File: src/rtl/gpd_pkg.sv
// ----------------------------------------------------------------------------
// gpd_pkg
// shared widths, register indexes and command codes for the gap profile
// distance core
// ----------------------------------------------------------------------------
package gpd_pkg;

    localparam int GAP_W     = 16;
    localparam int FRAC_W    = 16;
    localparam int MASK_W    = 5;
    localparam int NUM_GAPS  = 5;
    localparam int Q_W       = GAP_W + FRAC_W;
    localparam int SQ_W      = 2 * Q_W;
    localparam int TERM_W    = SQ_W - FRAC_W;
    localparam int DIST_W    = 48;
    localparam int SUM_W     = TERM_W + 3;
    localparam int DIV_STEPS = 4;
    localparam int DIV_STAGES = Q_W / DIV_STEPS;
    localparam int LANE_LAT  = DIV_STAGES + 2;
    localparam int PIPE_LAT  = LANE_LAT + 3;

    localparam logic [DIST_W-1:0] DIST_MAX = {DIST_W{1'b1}};
    localparam logic [SUM_W-1:0]  SUM_LIM  = SUM_W'(64'(DIST_MAX) / 64'd100);

    localparam int CFG_ADDR_W = 3;
    localparam int CFG_DATA_W = 16;

    typedef enum logic [CFG_ADDR_W-1:0] {
        REG_END_GAP_LEFT    = 3'd0,
        REG_BOGIE_GAP_LEFT  = 3'd1,
        REG_MIDDLE_GAP      = 3'd2,
        REG_BOGIE_GAP_RIGHT = 3'd3,
        REG_END_GAP_RIGHT   = 3'd4,
        REG_PRESENT_MASK    = 3'd5
    } t_cfg_reg;

    typedef enum logic [1:0] {
        CMD_MATCH       = 2'd0,
        CMD_INCLUSION   = 2'd1,
        CMD_REV_MATCH   = 2'd2,
        CMD_REV_INCL    = 2'd3
    } t_cmd;

    typedef logic [GAP_W-1:0] t_gap;

endpackage

File: src/rtl/gpd_term.sv
// ----------------------------------------------------------------------------
// gpd_term
// one gap pair: pipelined restoring divide of max/min in Q16.16, then the
// scaled square of the ratio excess
// ----------------------------------------------------------------------------
module gpd_term (
    input  logic                      i_clk,
    input  logic                      i_en,
    input  gpd_pkg::t_gap             i_a,
    input  gpd_pkg::t_gap             i_b,
    output logic [gpd_pkg::TERM_W-1:0] o_term
);

    localparam int GW = gpd_pkg::GAP_W;
    localparam int QW = gpd_pkg::Q_W;
    localparam int NS = gpd_pkg::DIV_STAGES;

    logic [GW-1:0] r_big, r_small;
    logic          r_zero;

    logic [GW-1:0] r_rem [NS];
    logic [QW-1:0] r_dvd [NS];
    logic [QW-1:0] r_quo [NS];
    logic [GW-1:0] r_dsr [NS];
    logic          r_zp  [NS];

    logic [GW-1:0] w_rem_in [NS];
    logic [QW-1:0] w_dvd_in [NS];
    logic [QW-1:0] w_quo_in [NS];
    logic [GW-1:0] w_dsr_in [NS];
    logic          w_zp_in  [NS];

    logic [gpd_pkg::SQ_W-1:0] r_sq;
    logic [QW-1:0]            w_e;

    always_ff @(posedge i_clk) begin
        if (i_en) begin
            r_big   <= (i_a > i_b) ? i_a : i_b;
            r_small <= (i_a > i_b) ? i_b : i_a;
            r_zero  <= (i_a == '0) || (i_b == '0);
        end
    end

    assign w_rem_in[0] = '0;
    assign w_dvd_in[0] = {r_big, {gpd_pkg::FRAC_W{1'b0}}};
    assign w_quo_in[0] = '0;
    assign w_dsr_in[0] = r_small;
    assign w_zp_in[0]  = r_zero;

    for (genvar k = 1; k < NS; k++) begin : g_link
        assign w_rem_in[k] = r_rem[k-1];
        assign w_dvd_in[k] = r_dvd[k-1];
        assign w_quo_in[k] = r_quo[k-1];
        assign w_dsr_in[k] = r_dsr[k-1];
        assign w_zp_in[k]  = r_zp[k-1];
    end

    for (genvar k = 0; k < NS; k++) begin : g_div
        logic [GW-1:0] n_rem;
        logic [QW-1:0] n_dvd, n_quo;

        always_comb begin
            logic [GW:0] rx;
            n_rem = w_rem_in[k];
            n_dvd = w_dvd_in[k];
            n_quo = w_quo_in[k];
            for (int j = 0; j < gpd_pkg::DIV_STEPS; j++) begin
                rx    = {n_rem, n_dvd[QW-1]};
                n_dvd = {n_dvd[QW-2:0], 1'b0};
                if (rx >= {1'b0, w_dsr_in[k]}) begin
                    rx    = rx - {1'b0, w_dsr_in[k]};
                    n_quo = {n_quo[QW-2:0], 1'b1};
                end else begin
                    n_quo = {n_quo[QW-2:0], 1'b0};
                end
                n_rem = rx[GW-1:0];
            end
        end

        always_ff @(posedge i_clk) begin
            if (i_en) begin
                r_rem[k] <= n_rem;
                r_dvd[k] <= n_dvd;
                r_quo[k] <= n_quo;
                r_dsr[k] <= w_dsr_in[k];
                r_zp[k]  <= w_zp_in[k];
            end
        end
    end

    // quotient is at least one since max >= min
    assign w_e = r_zp[NS-1] ? '0 : r_quo[NS-1] - (QW'(1) << gpd_pkg::FRAC_W);

    always_ff @(posedge i_clk) begin
        if (i_en) begin
            r_sq <= w_e * w_e;
        end
    end

    assign o_term = r_sq[gpd_pkg::SQ_W-1:gpd_pkg::FRAC_W];

endmodule
File: config.mk
export PLATFORM = sky130hd
export DESIGN_NAME = gpd_term
export DESIGN_NICKNAME = d
export VERILOG_FILES = /design/src/rtl/gpd_pkg.sv /design/src/rtl/gpd_term.sv
export SDC_FILE = /design/constraint.sdc
export NUM_CORES = 2
export LEC_CHECK = 0
export ABC_AREA = 1
export BUFFER_PORTS_ARGS = -buffer_cell sky130_fd_sc_hd__buf_2
export CAP_MARGIN = 40
export CORE_ASPECT_RATIO = 0.6
export CORE_MARGIN = 3
export CORE_UTILIZATION = 40
export CTS_BUF_LIST = sky130_fd_sc_hd__clkbuf_4 sky130_fd_sc_hd__clkbuf_8
export CTS_CLUSTER_DIAMETER = 120
export CTS_CLUSTER_SIZE = 8
export DETAILED_ROUTE_END_ITERATION = 6
export MAX_ROUTING_LAYER = met4
export PLACE_DENSITY = 0.58
export SYNTH_ARGS = -nofsm -noshare
export SYNTH_HDL_FRONTEND = slang
export SYNTH_SLANG_ARGS = --single-unit
File: constraint.sdc
create_clock -name i_clk -period 18.05 [get_ports i_clk]
set_clock_uncertainty 0.05 [all_clocks]
set_input_delay 0.9025 -clock i_clk [delete_from_list [all_inputs] [get_ports i_clk]]
set_output_delay 0.9025 -clock i_clk [all_outputs]
set_load 0.005 [all_outputs]
==> impl_metrics.yaml <==
status:
  status: "finished clean"
cts:
  clockRootBuffer: "clkbuf_8"
  clock_path_buffers: 3
  clkLatencyLatePin_ns: 0.84
  post_cts_buffers: 0
  cts.sink_count: 481
  path_clk_slew_ns: 0.08
  cts_buffers: 70
  ctsHoldBuffers: 0
  htreeDepth: 3
  cts_tree: "built"
  cts-resized-gates: 0
synth:
  synth.distinct_cells: 66
  ys_warn_count: 0
  synthCells: 9413
  synth_most_common_cell: "nand2_1"
  synthArstFlopShare: 0
  ys_seq_area_frac: 0.1945
  ys.flop_type: "edfxtp_1"
  syn_avg_cell_area_um2: 7.889
  synth_common_cells: "nand2_1 (2151), inv_1 (1835), nor2_1 (843), fa_1 (828), ha_1 (764)"
  synth_edf_count: 481
  synth-seq-cells: 481
  syn_nets: 11040
  synth_area_leader_cell: "fa_1"
  synth_top_area_frac: 0.2232
  synth.area.top_cells: "fa_1 (22%), edfxtp_1 (19%), ha_1 (13%)"
  netlist_area_mm2: 0.07425
timing:
  finalHoldViolations: 0
  report.final.setup_viol: 0
  max_freq_ghz: 0.09227
  rsz0062_at_grt: "no"
  tightest_slew_ns: 0.9986
  fin_tns_setup_ns: 0
  fin_crit_sh: 0.6004
  relSlewSlack: 0.3272
  whs_ns: 0.3330
  final_max_slew_viol_count: 0
  fin_crit_ns: 10.84
grt:
  grt_antenna_before_repair: 10
  grt_max_degree: 130
  grt_pass1_wl_um: 385000
  grt_pass1_vias: 60190
  groute.usage.overall: 0.2723
  grt_overflow: 0
floorplan:
  die_x_um: 562.2
  initial_core_util: 0.4060
  die_y_um: 339.7
  core_area_mm2: 0.1829
  dieArea_mm2: 0.1910
  rows: 121
  ios: 82
cells_and_area:
  fill_cells: 18670
  layout-drive-gt1-share: 0.04128
  fin_util: 0.4295
  area_delta_synth_final_pct: 5.791
  nets: 11090
drt:
  antenna_left: 0
  drt-vias-per-instance: 5.359
  num_vias: 63980
  dr.pass1.iters: 6
  dr.first_iter.drc_count: 7298
  wirelength_um: 254900
  wire_per_inst_um: 21.35
  route.detailed.drc: 0
placement:
  io_buffer_count: 81
  gp_congestion: 1.084
  dp_hpwl_um: 214200
setup_path:
  cp-end-kind: "flop"
  slowest_stage: "edfxtp_1"
  cpMostUsedCell: "nand2_1"
  start_kind: "flop"
  path_class: "reg -> reg"
  crit_fanout: 25
  arrival_ns: 11.34
  crit_path_max_incr_delay_ns: 0.74
  cp.required_ns: 18.56
flow_run:
  drv_cap: 0
hold_path:
  hold_class: "in -> reg"
==> per-stage QoR <==
step / area, um2 / std cells / setup WS, ns
finish: 78560 / 11940 / 7.212
global route: 78560 / 11940 / 6.289
CTS: 78540 / 11930 / 7.433
detailed placement: 77490 / 11850 / 7.454
global placement: 77250 / 11840 / 7.059
floorplan: 74260 / 9413 / 9.875
==> cells in the final DEF (no fill, tap or decap), drive strengths merged, types with 34 or more instances in the layout <==
master	netlist	layout
a31oi	49	49
nand2	2192	2192
buf	85	141
a21o	34	34
xor2	238	238
a21oi	527	527
nand4	86	86
clkbuf	75	70
xnor2	198	198
inv	1863	1866
nor2	865	865
nor3	52	52
fa	828	828
nand3	440	440
o21ai	395	395
ha	764	764
edfxtp	481	481
==> layer usage <==
layer | part of all wire | GRT usage | vias up
li1 | - | - | 29860
met1 | 0.50 | 0.4409 | 31050
met2 | 0.36 | 0.3327 | 2849
met3 | 0.11 | 0.06504 | 218
met4 | 0.019 | 0.04724 | 0
met5 | 0 | - | -
==> flip-flops by register name, indices dropped and copies added, names as in the netlist <==
signal,cells
r_big,16
r_dsr,112
r_dvd,24
r_zp,8
r_sq,48
r_rem,112
r_zero,1
r_quo,144
r_small,16
==> area by class of cell <==
cell class | count | area, um2 | area share
antenna | 5 | 12.51 | 0.0001593
clock buffer | 70 | 963.4 | 0.01226
inverter | 1877 | 7056 | 0.08982
multi-input combinational | 6895 | 51900 | 0.6606
clock inverter | 9 | 93.84 | 0.001195
tap | 2460 | 3078 | 0.03918
timing repair buffer | 141 | 1012 | 0.01289
sequential | 481 | 14440 | 0.1839
==> worst max-delay path, delay by kind of cell (launching register included) <==
| family | cells | cell delay [ns] |
|---|---|---|
| and+or+nand+nor | 23 | 4.55 |
| DFF | 1 | 0.74 |
| AOI/OAI and AO/OA | 9 | 2.59 |
| buffers and inverters | 4 | 1.18 |
| adders and majority gates | 4 | 1.44 |
==> cell families (layout without fill, tap and decap cells) <==
group                    after synthesis  in the layout  synth area share
AND/OR/NAND/NOR                     3736           3736            0.2114
buffers and inverters               2037           2097            0.1066
adder cells (fa/ha/maj)             1592           1592            0.3520
AO/OA/AOI/OAI                       1131           1131           0.08415
flip-flops                           481            481            0.1945
XOR/XNOR                             436            436           0.05143
other                                  0              5                 0
==> final timing paths <==
path	startpoint	end	slack, ns	depth (start not counted)
max	r_dsr[5][5]	r_rem[6][0]	7.21	40
min	i_b[12]	r_big[12]	0.33	3
max reg2reg	r_dsr[5][5]	r_rem[6][0]	7.21	40
min reg2reg	r_quo[0][74]	r_quo[0][110]	0.35	0
Power is left out: the tool's default activity adds up to more than one toggle a clock period on the data nets, which glitch-free logic cannot reach.
